### config.mk
export PLATFORM = sky130hd
export DESIGN_NAME = cirsz_ctrl
export DESIGN_NICKNAME = d
export VERILOG_FILES = /design/src/hw/rtl/cirsz_pkg.sv /design/src/hw/rtl/cirsz_ctrl.sv
export SDC_FILE = /design/constraint.sdc
export NUM_CORES = 1
export LEC_CHECK = 0
export BUFFER_PORTS_ARGS = -buffer_cell sky130_fd_sc_hd__buf_4
export CAP_MARGIN = 30
export CORE_AREA = 3 3 40 42
export DETAILED_ROUTE_END_ITERATION = 8
export DIE_AREA = 0 0 43 45
export GPL_TIMING_DRIVEN = 1
export PLACE_DENSITY_LB_ADDON = 0.08
export SYNTH_ARGS = -nofsm -noshare
export SYNTH_HDL_FRONTEND = slang
export SYNTH_SLANG_ARGS = --single-unit
### constraint.sdc
create_clock -name clk -period 4.2 [get_ports clk]
set_input_delay 0.63 -clock clk [delete_from_list [all_inputs] [get_ports clk]]
set_output_delay 0.63 -clock clk [all_outputs]
set_load 0.005 [all_outputs]
### src/hw/rtl/cirsz_pkg.sv
// shared types, register indexes and default sizes of the cropped resize unit
package cirsz_pkg;

  localparam int DefMaxHeight   = 128;
  localparam int DefMaxWidth    = 128;
  localparam int DefMaxChannels = 4;
  localparam int DefPixelBits   = 16;

  localparam logic [2:0] RegMode      = 3'd0;
  localparam logic [2:0] RegSrcHeight = 3'd1;
  localparam logic [2:0] RegSrcWidth  = 3'd2;
  localparam logic [2:0] RegCropBegin = 3'd3;
  localparam logic [2:0] RegCropEnd   = 3'd4;
  localparam logic [2:0] RegDstHeight = 3'd5;
  localparam logic [2:0] RegDstWidth  = 3'd6;
  localparam logic [2:0] RegChanCount = 3'd7;

  localparam logic OpLoad    = 1'b0;
  localparam logic OpCompute = 1'b1;

  typedef struct packed {
    logic capture;
    logic div_load;
    logic sel_x;
    logic div_step;
    logic set_y;
    logic set_x;
    logic rd;
    logic mac;
    logic out_load;
  } cmd_t;

  typedef struct packed {
    logic div_last;
    logic nb_last;
    logic bad;
    logic out_free;
  } sts_t;

endpackage

### src/hw/rtl/cirsz_ctrl.sv
// sequencer for load and compute transactions
module cirsz_ctrl (
  input  logic            clk,
  input  logic            rst,
  input  logic            in_valid,
  input  logic            in_op,
  output logic            in_ready,
  input  cirsz_pkg::sts_t sts,
  output cirsz_pkg::cmd_t cmd
);
  import cirsz_pkg::*;

  localparam logic [3:0] SIdle  = 4'd0;
  localparam logic [3:0] SPrepY = 4'd1;
  localparam logic [3:0] SDivY  = 4'd2;
  localparam logic [3:0] SMulY  = 4'd3;
  localparam logic [3:0] SPrepX = 4'd4;
  localparam logic [3:0] SDivX  = 4'd5;
  localparam logic [3:0] SMulX  = 4'd6;
  localparam logic [3:0] SRead  = 4'd7;
  localparam logic [3:0] SMac   = 4'd8;
  localparam logic [3:0] SDone  = 4'd9;

  logic [3:0] state;
  logic [3:0] state_next;

  assign in_ready = (state == SIdle);

  always_comb begin
    state_next = state;
    cmd = '0;
    case (state)
      SIdle: begin
        if (in_valid && in_op == OpCompute) begin
          cmd.capture = 1'b1;
          state_next = SPrepY;
        end
      end
      SPrepY: begin
        cmd.div_load = 1'b1;
        state_next = sts.bad ? SDone : SDivY;
      end
      SDivY: begin
        cmd.div_step = 1'b1;
        if (sts.div_last) state_next = SMulY;
      end
      SMulY: begin
        cmd.set_y = 1'b1;
        state_next = SPrepX;
      end
      SPrepX: begin
        cmd.div_load = 1'b1;
        cmd.sel_x = 1'b1;
        state_next = SDivX;
      end
      SDivX: begin
        cmd.div_step = 1'b1;
        cmd.sel_x = 1'b1;
        if (sts.div_last) state_next = SMulX;
      end
      SMulX: begin
        cmd.set_x = 1'b1;
        cmd.sel_x = 1'b1;
        state_next = SRead;
      end
      SRead: begin
        cmd.rd = 1'b1;
        state_next = SMac;
      end
      SMac: begin
        cmd.mac = 1'b1;
        state_next = sts.nb_last ? SDone : SRead;
      end
      SDone: begin
        if (sts.out_free) begin
          cmd.out_load = 1'b1;
          state_next = SIdle;
        end
      end
      default: state_next = SIdle;
    endcase
  end

  always_ff @(posedge clk) begin
    if (rst) begin
      state <= SIdle;
    end else begin
      state <= state_next;
    end
  end

endmodule

==> results of run 1 <==
-- stage by stage --
| stage | hold slack (ns) | power [uW] | util, % | std cells |
|---|---|---|---|---|
| 2_1_floorplan | 0.6753 | 228.8 | - | 56 |
| 3_3_place_gp | 0.6706 | 306.5 | 40.02 | 84 |
| 3_5_place_dp | 0.6704 | 303.4 | 40.02 | 84 |
| 4_1_cts | 0.5859 | 353.4 | 41.77 | 87 |
| 5_1_grt | 0.5915 | 381.2 | 41.77 | 87 |
| 6_report | 0.5963 | 349.7 | 41.77 | 87 |
-- layout make-up --
cell class              count  area (um2)  share of cell area, %
flip-flops and latches      4       80.08                  14.92
inverters                   4       15.01                  2.797
repair buffers             17       127.6                  23.78
clock buffers               3       22.52                  4.196
well taps                  15       18.77                  3.497
multi-input cells          44       272.8                  50.82
-- kinds of logic (layout without fill, tap and decap cells) --
logic type	count (synthesis)	in the layout	share of synthesized area (%)
AND/OR/NAND/NOR	28	28	41.43
multiplexers	1	1	2.589
AO/OA/AOI/OAI	15	15	26.54
buffers and inverters	8	24	8.735
flip-flops	4	4	20.71
-- worst register-to-register path, delay by kind of cell, from the launching register on --
family,cells,cell delay (ns)
flops,1,0.55
simple gates,2,0.83
compound gates,1,0.18
-- cell usage after synthesis --
master / instances / share of area [%]
nor4_1: 1 / 1.6
nand2b_1: 6 / 9.7
o21ai_0: 2 / 2.6
inv_1: 4 / 3.9
or3_1: 1 / 1.6
o31ai_1: 1 / 1.9
a21oi_1: 6 / 7.8
nand3b_1: 1 / 1.9
nor2_1: 9 / 8.7
mux2i_1: 1 / 2.6
clkbuf_1: 1 / 0.97
a21boi_0: 1 / 1.9
a21bo_1: 1 / 2.6
dfxtp_1: 4 / 21
nor4_2: 1 / 3.2
or4b_1: 2 / 5.2
and3_1: 1 / 1.6
nand4bb_1: 1 / 2.9
o2111ai_1: 1 / 2.3
a221oi_2: 1 / 3.9
buf_2: 3 / 3.9
a31oi_1: 1 / 1.6
nand2_1: 5 / 4.9
a211oi_1: 1 / 1.9
-- power by group through the flow --
stage	combinational [uW]	clock, uW	sequential, uW
final	194	47.1	108
after global routing	215	51.1	115
after CTS	197	50.1	107
after detailed placement	196	0	107
after global placement	198	0	108
after floorplan	162	0	66.6
-- worst paths after layout --
check	from	end	slack (ns)	depth (start not counted)
max reg2reg	state[1]$_SDFFE_PP0P_	state[1]$_SDFFE_PP0P_	2.60	3
min	rst	state[3]$_SDFFE_PP0P_	0.60	2
min reg2reg	state[0]$_SDFFE_PP0P_	state[0]$_SDFFE_PP0P_	0.68	2
max	state[1]$_SDFFE_PP0P_	cmd[5]	1.99	3
-- routing by layer --
metal | vias up | global-route usage (%)
li1 | 234 | -
met1 | 196 | 15.18
met2 | 16 | 15.27
met3 | 0 | 1.594
met4 | 0 | 9.036
met5 | - | 0
==> impl_summary.txt, run 1 <==
----------------------------------------------------
[Clock network]
  H-tree depth reported by CTS ... 1
  Sink Count ... 4
  Clock tree from TritonCTS ... done
  Later-pin clock latency in the skew report ... 0.24 ns
  Maximum count of clock buffers along a single path ... 2
  Clock transition at the register clock pins on the worst setup and hold paths after CTS ... 0.04 ns
  Master cell of the clock root buffer ... clkbuf_4
  Number of buffers created by CTS ... 3
  Post CTS Setup Buffer Count ... 0
  Hold Buf Count CTS ... 0
  Count of cells resized by post-cts repair ... 0

[Synthesis]
  Synthesized instance count ... 56
  Sequential fraction of the synthesis area ... 20.71%
  Number of synthesized register bits ... 4
  Yosys warning count ... 0
  Count of cell types in the netlist ... 24
  Average size of a mapped cell ... 6.904 um2
  Total nets after synthesis ... 64
  Post-synthesis cell area ... 386.6 um2

[Floorplanning]
  Top-level port count ... 18
  Die Footprint ... 1935 um2
  Die Y ... 45 um
  Placeable core region ... 1285 um2
  Initial Util ... 30.09%
  Die span in x ... 43 um
  Number of rows in the core area ... 13

[Power]
  Power per cell area ... 651.5 nW/um2
  Switch Pwr ... 149.9 uW
  Sequential share of power ... 30.9%
  Leakage power summed over all cells ... 0.0002408 uW
  Peak supply drop ... 0.2617 mV
  Cell internal pwr ... 199.8 uW
  Share of total power in the clock network ... 13.5%
  Combinational share of power ... 55.6%
  Proportion of total power due to net switching ... 42.88%

[Place]
  Post-placement worst setup slack ... 2.242 ns
  Gp weighted congestion ... 0.7132
  Port Buffers ... 17
  Post-detailed-placement half-perimeter wirelength ... 763.2 um
  Placed standard-cell area ... 514.2 um2

[Drt]
  Remaining design rule violation count ... 0
  DRT Wirelength ... 995 um
  Detailed-routed wire length on met3 ... 82 um
  Starting DRC count in detailed routing ... 7
  Routed wire length on met2 ... 449 um
  Number of vias after detailed routing ... 446
  Routed vias/inst ... 5.126
  Length of routed wiring on met1 ... 463 um
  Uppermost signal routing layer after detailed routing ... met3
  Wirelength per Cell ... 11.44 um
  Number of iterations in the first detailed-routing pass ... 4
  Remaining antenna violation count after routing ... 0

[Cells and area]
  Layout overhead on the synthesized area ... 38.83%
  Registers with the highest flip-flop counts ... state x4
  Share of final-layout standard cells stronger than drive strength 1 ... 30.56%
  Final standard cell area without fillers ... 536.8 um2
  Largest register by flop count ... state
  Number of nets in the final layout ... 82
  Most used cells in the layout excluding fill and tap cells ... 17 x buf_4, 9 x nor2_1, 6 x nand2b_1, 6 x a21oi_1, 5 x nand2_1
  Flip-flop count of the largest register, all copies and words added ... 4
  Most common cell after layout, fill and taps aside ... buf_4
  Diodes inserted ... 0
  Layout filler cell count ... 151

[STA]
  Portion of the clock cycle consumed by the worst path in the final layout ... 52.69%
  Crit path setup slack, layout ... 1.987 ns
  Tightest Pin Transition ... 0.5131 ns
  Final slew viol count ... 0
  Relative max-transition margin ... 65.48%
  Maximum achievable frequency ... 451.9 MHz
  Number of setup violations in the final report ... 0
  Sum of negative setup slack ... 0 ns
  Clock skew after layout ... 0.006879 ns
  Min Tclk post-route ... 2.213 ns
  Number of hold violations in the final report ... 0
  RSZ-0062 raised after global routing ... no

[Global route]
  Pin count of the biggest net entering global routing ... 17
  Remaining global-route overflow ... 0
  Number of antenna violations at the first check in global routing ... 0
  Global-route usage over all layers ... 11.07%
  Wire length of the first global-routing pass ... 1614 um
  Via count of the first global-routing pass ... 380

[Critical path]
  Buffers and inverters on the worst path ... 1
  Type of the worst setup path ... reg2out
  CP required ... 3.57 ns
  Data arrival time of the worst path ... 1.58 ns
  Worst-path fanout max ... 13
  Type of element capturing the critical path ... output pin
  Family with the most delay on the worst path ... flip-flops
  Cell at the slowest stage of the critical path ... dfxtp_1
  Delay contributed by the slowest stage of the critical path ... 0.55 ns
  Ordered list of cells on the worst path ... or4b_1, o31ai_1, buf_4
  Startpoint type of the worst setup path ... flop

[Min path]
  Worst hold path type ... in2reg

[Run]
  Max capacitance violation total ... 0

[Status]
  Outcome ... finished clean

----------------------------------------------------
(Power assumes the default switching activity.)
==> run 2, diff against run 1 <==
Settings changed: ABC_AREA from default to 1.
Clock period 4.2 ns to 2.01 ns, I/O delays scaled along.
==> run 2 against run 1 <==
  * Synthesized cell count up 25%
  * Via count up 6.5%
  * Design area grew 6.5%
  * Sequential cell count stayed put
  * Critical path depth increased by 2
  * First-iteration DRC count increased by 43%
  * Sequential power grew 29%
  * Register-to-register slack got worse by 1.8 ns
  * Critical endpoint is now cmd[7]
==> impl_summary.txt, run 2 <==
----------------------------------------------------
[Status]
  Outcome ... finished clean

[STA]
  Min Tclk post-route ... 1.580 ns
  Hold WS ... 0.2567 ns (-0.3396 ns)
  Relative max-transition margin ... 81.89% (+16 points)
  Clock skew after layout ... 0.007876 ns (+0.0009965 ns)
  Portion of the clock cycle consumed by the worst path in the final layout ... 78.58%
  RSZ-0062 raised after global routing ... no
  Final slew viol count ... 0 (unchanged)
  Sum of negative setup slack ... 0 ns (unchanged)
  Number of setup violations in the final report ... 0 (unchanged)
  Maximum achievable frequency ... 633.1 MHz
  Number of hold violations in the final report ... 0 (unchanged)
  Tightest Pin Transition ... 0.2707 ns (-0.2424 ns)

[Clock network]
  Clock transition at the register clock pins on the worst setup and hold paths after CTS ... 0.04 ns (about the same)
  Number of buffers created by CTS ... 3 (unchanged)
  Master cell of the clock root buffer ... clkbuf_4
  Clock tree from TritonCTS ... done
  Later-pin clock latency in the skew report ... 0.24 ns (about the same)
  H-tree depth reported by CTS ... 1 (unchanged)
  Post CTS Setup Buffer Count ... 0 (unchanged)
  Count of cells resized by post-cts repair ... 0 (unchanged)
  Hold Buf Count CTS ... 0 (unchanged)
  Maximum count of clock buffers along a single path ... 2 (unchanged)
  Sink Count ... 4 (unchanged)

[Global route]
  Wire length of the first global-routing pass ... 1835 um (+14%)
  Pin count of the biggest net entering global routing ... 8 (-9)
  Number of antenna violations at the first check in global routing ... 0 (unchanged)
  Via count of the first global-routing pass ... 441 (+16%)
  Remaining global-route overflow ... 0 (unchanged)
  Global-route usage over all layers ... 12.87% (+1.8 points)

[Cells and area]
  Most used cells in the layout excluding fill and tap cells ... 17 x nand2_1, 17 x buf_4, 11 x inv_1, 9 x nand3_1, 7 x nor2_1
  Count of placed standard cells in the final layout, fillers left out ... 105 (+21%)
  Number of nets in the final layout ... 100 (+22%)
  Largest register by flop count ... state
  Diodes inserted ... 0 (unchanged)
  Flip-flop count of the largest register, all copies and words added ... 4 (unchanged)
  Layout overhead on the synthesized area ... 41.93%
  Registers with the highest flip-flop counts ... state x4
  Share of final-layout standard cells stronger than drive strength 1 ... 38.89% (+8.3 points)

[Drt]
  Detailed-routed wire length on met3 ... 79 um (-3.7%)
  Wirelength per Cell ... 10.03 um (-12%)
  Uppermost signal routing layer after detailed routing ... met3
  Length of routed wiring on met1 ... 462 um (-0.22%)
  Number of iterations in the first detailed-routing pass ... 3 (-1)
  Remaining design rule violation count ... 0 (unchanged)
  Starting DRC count in detailed routing ... 10 (+3)
  DRT Wirelength ... 1053 um (+5.8%)
  Number of vias after detailed routing ... 475 (+6.5%)
  Routed wire length on met2 ... 511 um (+14%)
  Routed vias/inst ... 4.524 (-12%)
  Remaining antenna violation count after routing ... 0 (unchanged)

[Synthesis]
  Number of synthesized register bits ... 4 (unchanged)
  Yosys warning count ... 0 (unchanged)
  Async set-reset flop share out of synthesis ... 0% (unchanged)
  Ys flop type ... dfxtp_1
  Cell types with the highest counts after synthesis ... 17 x nand2_1, 11 x inv_1, 9 x nand3_1, 7 x nor2_1, 5 x inv_2
  Most used standard cell by instance count after synthesis ... nand2_1
  Count of flip-flops with a built-in enable after synthesis ... 0 (unchanged)
  Post-synthesis cell area ... 402.9 um2 (+4.2%)
  Count of cell types in the netlist ... 14 (-42%)
  Sequential fraction of the synthesis area ... 19.88% (-0.84 points)
  Largest area contributor in the netlist ... dfxtp_1
  Total nets after synthesis ... 78 (+22%)
  Synthesized instance count ... 70 (+25%)
  Main area contributors after synthesis ... dfxtp_1 20%, nand2_1 16%, nand3_1 11%, nor2_4 11%, inv_1 10%
  Fraction of post-synthesis cell area in the top cell type by area ... 19.88% (-0.84 points)
  Average size of a mapped cell ... 5.756 um2 (-17%)

[Critical path]
  Ordered list of cells on the worst path ... inv_2, nor2_4, inv_1, o21ai_0, buf_4
  Delay contributed by the slowest stage of the critical path ... 0.44 ns (-0.11 ns)
  Startpoint type of the worst setup path ... flop
  Worst-path fanout max ... 6 (-7)
  Type of element capturing the critical path ... output pin
  Cell at the slowest stage of the critical path ... dfxtp_1
  Data arrival time of the worst path ... 1.28 ns (-0.30 ns)
  Type of the worst setup path ... reg2out
  CP required ... 1.71 ns (-1.86 ns)
  Buffers and inverters on the worst path ... 3 (+2)
  Family with the most delay on the worst path ... flip-flops

[Floorplanning]
  Initial Util ... 31.35% (+1.3 points)
  Placeable core region ... 1285 um2 (unchanged)
  Top-level port count ... 18 (unchanged)
  Number of rows in the core area ... 13 (unchanged)
  Die Footprint ... 1935 um2 (unchanged)
  Die span in x ... 43 um (unchanged)
  Die Y ... 45 um (unchanged)

[Power]
  Peak supply drop ... 0.5497 mV (+110%)
  Leakage power summed over all cells ... 0.0003255 uW (+35%)
  Power per cell area ... 1087 nW/um2 (+67%)

[Min path]
  Worst hold path type ... in2reg

[Run]
  Max capacitance violation total ... 0 (unchanged)

[Place]
  Gp weighted congestion ... 0.7965 (+12%)
  Port Buffers ... 17 (unchanged)
  Post-detailed-placement half-perimeter wirelength ... 870.3 um (+14%)
  # placed instances ... 102 (+21%)

----------------------------------------------------
==> run 2: power breakdown <==
group	internal [uW]	total [uW]	leakage (uW)	switching, uW
registers	102	139	0.0000326	37.4
logic	160	379	0.000279	219
clock network	67.0	103	0.0000138	36.4
==> run 2: area by class of cell <==
class	count	area, um2
multi-input combinational	50	262.8
inverter	16	60.06
fill	138	713.2
tap	15	18.77
clock buffer	3	22.52
timing repair buffer	17	127.6
sequential	4	80.08
==> run 2: final timing paths <==
check / start / end / slack, ns / depth (start not counted)
worst max-delay path: state[2]$_SDFFE_PP0P_ / cmd[7] / 0.43 / 5
worst min register to register: state[0]$_SDFFE_PP0P_ / state[0]$_SDFFE_PP0P_ / 0.55 / 2
worst min-delay path: rst / state[0]$_SDFFE_PP0P_ / 0.26 / 2
worst max register to register: state[0]$_SDFFE_PP0P_ / state[0]$_SDFFE_PP0P_ / 0.78 / 6
==> run 2: through the flow <==
stage	cell area [um2]	util, %	worst slack, ns	power (uW)
after floorplan	402.9	-	0.8425	391.3
after global placement	549.3	42.75	0.6721	529.0
after detailed placement	549.3	42.75	0.6877	523.3
after CTS	571.8	44.50	0.4280	631.4
after global routing	571.8	44.50	0.3470	702.1
final	571.8	44.50	0.4305	621.6
==> run 2: routing by layer <==
metal	global-route usage, %	vias up
met1	14.59	201
met3	5.976	0
met5	0	-
li1	-	262
met4	3.614	0
met2	21.86	12
==> run 2: cell families after synthesis <==
group           synth area share [%]
flops                          19.88
buf+inv                        14.91
compound gates                 9.315
simple gates                   55.90
==> run 3, diff against run 2 <==
Clock period 2.01 ns to 1.37 ns, I/O delays scaled along.
==> run 3 against run 2 <==
  * Final cell count up 4.8%
  * Clock power up 43%
  * Sequential share of layout area grew 0.96 points
  * Total power is 66% higher
  * Combinational power rose by 74%
  * Largest cell class unchanged
  * Highest routed layer unchanged
==> impl_summary.txt, run 3 (synthesized netlist as in run 2, its figures left out) <==
----------------------------------------------------
[Drt]
  DRT Wirelength ... 1117 um (+6.1%)
  Routed vias/inst ... 4.409 (-2.5%)
  Number of iterations in the first detailed-routing pass ... 4 (+1)
  Starting DRC count in detailed routing ... 5 (-5)
  Number of vias after detailed routing ... 485 (+2.1%)
  Remaining antenna violation count after routing ... 0 (unchanged)
  Wirelength per Cell ... 10.15 um (+1.3%)
  Remaining design rule violation count ... 0 (unchanged)

[STA]
  Portion of the clock cycle consumed by the worst path in the final layout ... 96.55%
  Min Tclk post-route ... 1.323 ns
  RSZ-0062 raised after global routing ... yes
  Clock skew after layout ... 0.0006606 ns (-0.007215 ns)
  Number of setup violations in the final report ... 0 (unchanged)
  Maximum achievable frequency ... 756.0 MHz
  Final slew viol count ... 0 (unchanged)
  Relative max-transition margin ... 89.22% (+7.3 points)
  Number of hold violations in the final report ... 0 (unchanged)
  Tightest Pin Transition ... 0.1596 ns (-0.1111 ns)

[Critical path]
  Buffers and inverters on the worst path ... 3 (unchanged)
  Cell at the slowest stage of the critical path ... dfxtp_4
  Ordered list of cells on the worst path ... inv_2, nor2_4, buf_6, nand2_2, nand2_2, buf_4
  Data arrival time of the worst path ... 1.12 ns (-0.16 ns)
  Worst-path fanout max ... 4 (-2)
  Type of the worst setup path ... reg2out
  Setup slack of the most critical reg-to-reg path ... 0.16 ns (-0.62 ns)
  Startpoint of the worst-slack reg-to-reg timing path ... state[0]$_SDFFE_PP0P_
  Top cell by count, worst path ... nand2_2
  Family with the most delay on the worst path ... flip-flops
  Delay contributed by the slowest stage of the critical path ... 0.37 ns (-0.07 ns)
  Launch point of the critical path ... state[2]$_SDFFE_PP0P_
  Critical path depth in cells ... 6 (+1)
  Capture point of the worst reg-to-reg path ... state[0]$_SDFFE_PP0P_
  Worst R2R Path Depth ... 9 (+3)
  Startpoint type of the worst setup path ... flop
  Type of element capturing the critical path ... output pin
  CP required ... 1.16 ns (-0.55 ns)
  Last element of the critical path ... cmd[5]

[Cells and area]
  Final standard cell area without fillers ... 635.6 um2 (+11%)
  Layout overhead on the synthesized area ... 57.76%
  Diodes inserted ... 0 (unchanged)
  Number of nets in the final layout ... 105 (+5.0%)
  Largest register by flop count ... state
  Most used cells in the layout excluding fill and tap cells ... 21 x buf_4, 17 x nand2_1, 9 x inv_1, 9 x nand3_1, 6 x inv_2
  Count of placed standard cells in the final layout, fillers left out ... 110 (+4.8%)
  Layout filler cell count ... 146 (+5.8%)
  Most common cell after layout, fill and taps aside ... buf_4
  Registers with the highest flip-flop counts ... state x4
  Share of final-layout standard cells stronger than drive strength 1 ... 50.53% (+12 points)
  Flip-flop count of the largest register, all copies and words added ... 4 (unchanged)

[Power]
  Share of total power in the clock network ... 14.3% (-2.3 points)
  Sequential share of power ... 21.9% (-0.5 points)
  Cell internal pwr ... 572.3 uW (+74%)
  Peak supply drop ... 0.6537 mV (+19%)
  Proportion of total power due to net switching ... 44.44% (-2.7 points)
  Power consumption ... 1030 uW (+66%)
  Switch Pwr ... 457.8 uW (+56%)
  Leakage power summed over all cells ... 0.0003525 uW (+8.3%)
  Power per cell area ... 1621 nW/um2 (+49%)
  Combinational share of power ... 63.8% (+2.8 points)

[Global route]
  Number of antenna violations at the first check in global routing ... 0 (unchanged)
  Via count of the first global-routing pass ... 432 (-2.0%)
  Pin count of the biggest net entering global routing ... 8 (unchanged)
  Remaining global-route overflow ... 0 (unchanged)
  Global-route usage over all layers ... 11.90% (-0.98 points)
  Wire length of the first global-routing pass ... 1745 um (-4.9%)

[Clock network]
  Hold Buf Count CTS ... 0 (unchanged)
  Clock tree from TritonCTS ... done
  Clock transition at the register clock pins on the worst setup and hold paths after CTS ... 0.04 ns (about the same)
  Maximum count of clock buffers along a single path ... 2 (unchanged)
  Later-pin clock latency in the skew report ... 0.23 ns (about the same)
  Number of buffers created by CTS ... 3 (unchanged)
  H-tree depth reported by CTS ... 1 (unchanged)
  Sink Count ... 4 (unchanged)
  Master cell of the clock root buffer ... clkbuf_4

[Floorplanning]
  Top-level port count ... 18 (unchanged)
  Initial Util ... 31.35% (unchanged)
  Placeable core region ... 1285 um2 (unchanged)
  Die span in x ... 43 um (unchanged)
  Die Y ... 45 um (unchanged)
  Number of rows in the core area ... 13 (unchanged)
  Die Footprint ... 1935 um2 (unchanged)

[Min path]
  Worst hold path type ... in2reg
  Startpoint of the tightest hold check path ... rst

[Place]
  Port Buffers ... 17 (unchanged)
  # placed instances ... 102 (unchanged)
  Placed standard-cell area ... 549.3 um2 (unchanged)
  Gp weighted congestion ... 0.7969 (about the same)
  Post-detailed-placement half-perimeter wirelength ... 888.3 um (+2.1%)

[Status]
  Outcome ... finished clean

[Run]
  Max capacitance violation total ... 0 (unchanged)

----------------------------------------------------
[run 3: cell types whose count changed in the layout (fill, tap and decap cells not counted), sizes merged]
cell / change
buf: +5
[run 3: worst register-to-register path: stages (launching register included)]
cell and delay (ns):
dfxtp_4 0.38, inv_4 0.05, nor2_4 0.16, buf_4 0.14, nand3_2 0.08, nand2_2 0.09
inv_2 0.04, nand2_1 0.05, nand2_1 0.06, a21oi_2 0.11
[run 3: power by group through the flow]
stage / sequential [uW] / clock [uW] / combinational [uW]
6_report: 226 / 147 / 658
5_1_grt: 231 / 159 / 740
4_1_cts: 210 / 156 / 586
3_5_place_dp: 204 / 0 / 566
3_3_place_gp: 202 / 0 / 576
2_1_floorplan: 195 / 0 / 379
[run 3: worst min path at each step]
stage | end | slack (ns) | cells after the start
finish | state[0]$_SDFFE_PP0P_ | 0.15 | 2
global route | state[0]$_SDFFE_PP0P_ | 0.14 | 2
CTS | state[0]$_SDFFE_PP0P_ | 0.14 | 2
detailed placement | state[0]$_SDFFE_PP0P_ | 0.40 | 2
global placement | state[0]$_SDFFE_PP0P_ | 0.40 | 2
floorplan | state[0]$_SDFFE_PP0P_ | 0.27 | 1
[run 3: stage by stage]
stage | setup slack [ns] | setup TNS (ns) | util, % | hold WS, ns
floorplan | 0.2985 | 0 | - | 0.2679
global placement | 0.08019 | 0 | 42.75 | 0.3976
detailed placement | 0.1150 | 0 | 42.75 | 0.3982
CTS | -0.003885 | -0.003958 | 46.25 | 0.1398
global route | -0.03873 | -0.07918 | 49.46 | 0.1426
finish | 0.04726 | 0 | 49.46 | 0.1479
[run 3: cell type report]
class	count	area (um2)	area share [%]
inverter	16	62.56	9.843
multi-input combinational	50	267.8	42.13
tap	15	18.77	2.953
clock buffer	3	22.52	3.543
timing repair buffer	22	168.9	26.57
sequential	4	95.09	14.96
[run 3: per-layer routing]
metal | vias to the layer above | GRT usage, % | part of all wire, %
met4 | 0 | 3.614 | 0
met2 | 11 | 19.76 | 51
met1 | 205 | 14.42 | 43
li1 | 269 | - | -
met5 | - | 0 | 0
met3 | 0 | 4.382 | 5.1
[run 3: timing repair]
item | CTS | global route
resized for setup | 5 | 10
pin swaps | 1 | 4
hold endpoints to repair | 0 | 0
setup endpoints to repair | 9 | 7
buffers inserted | 2 | 3
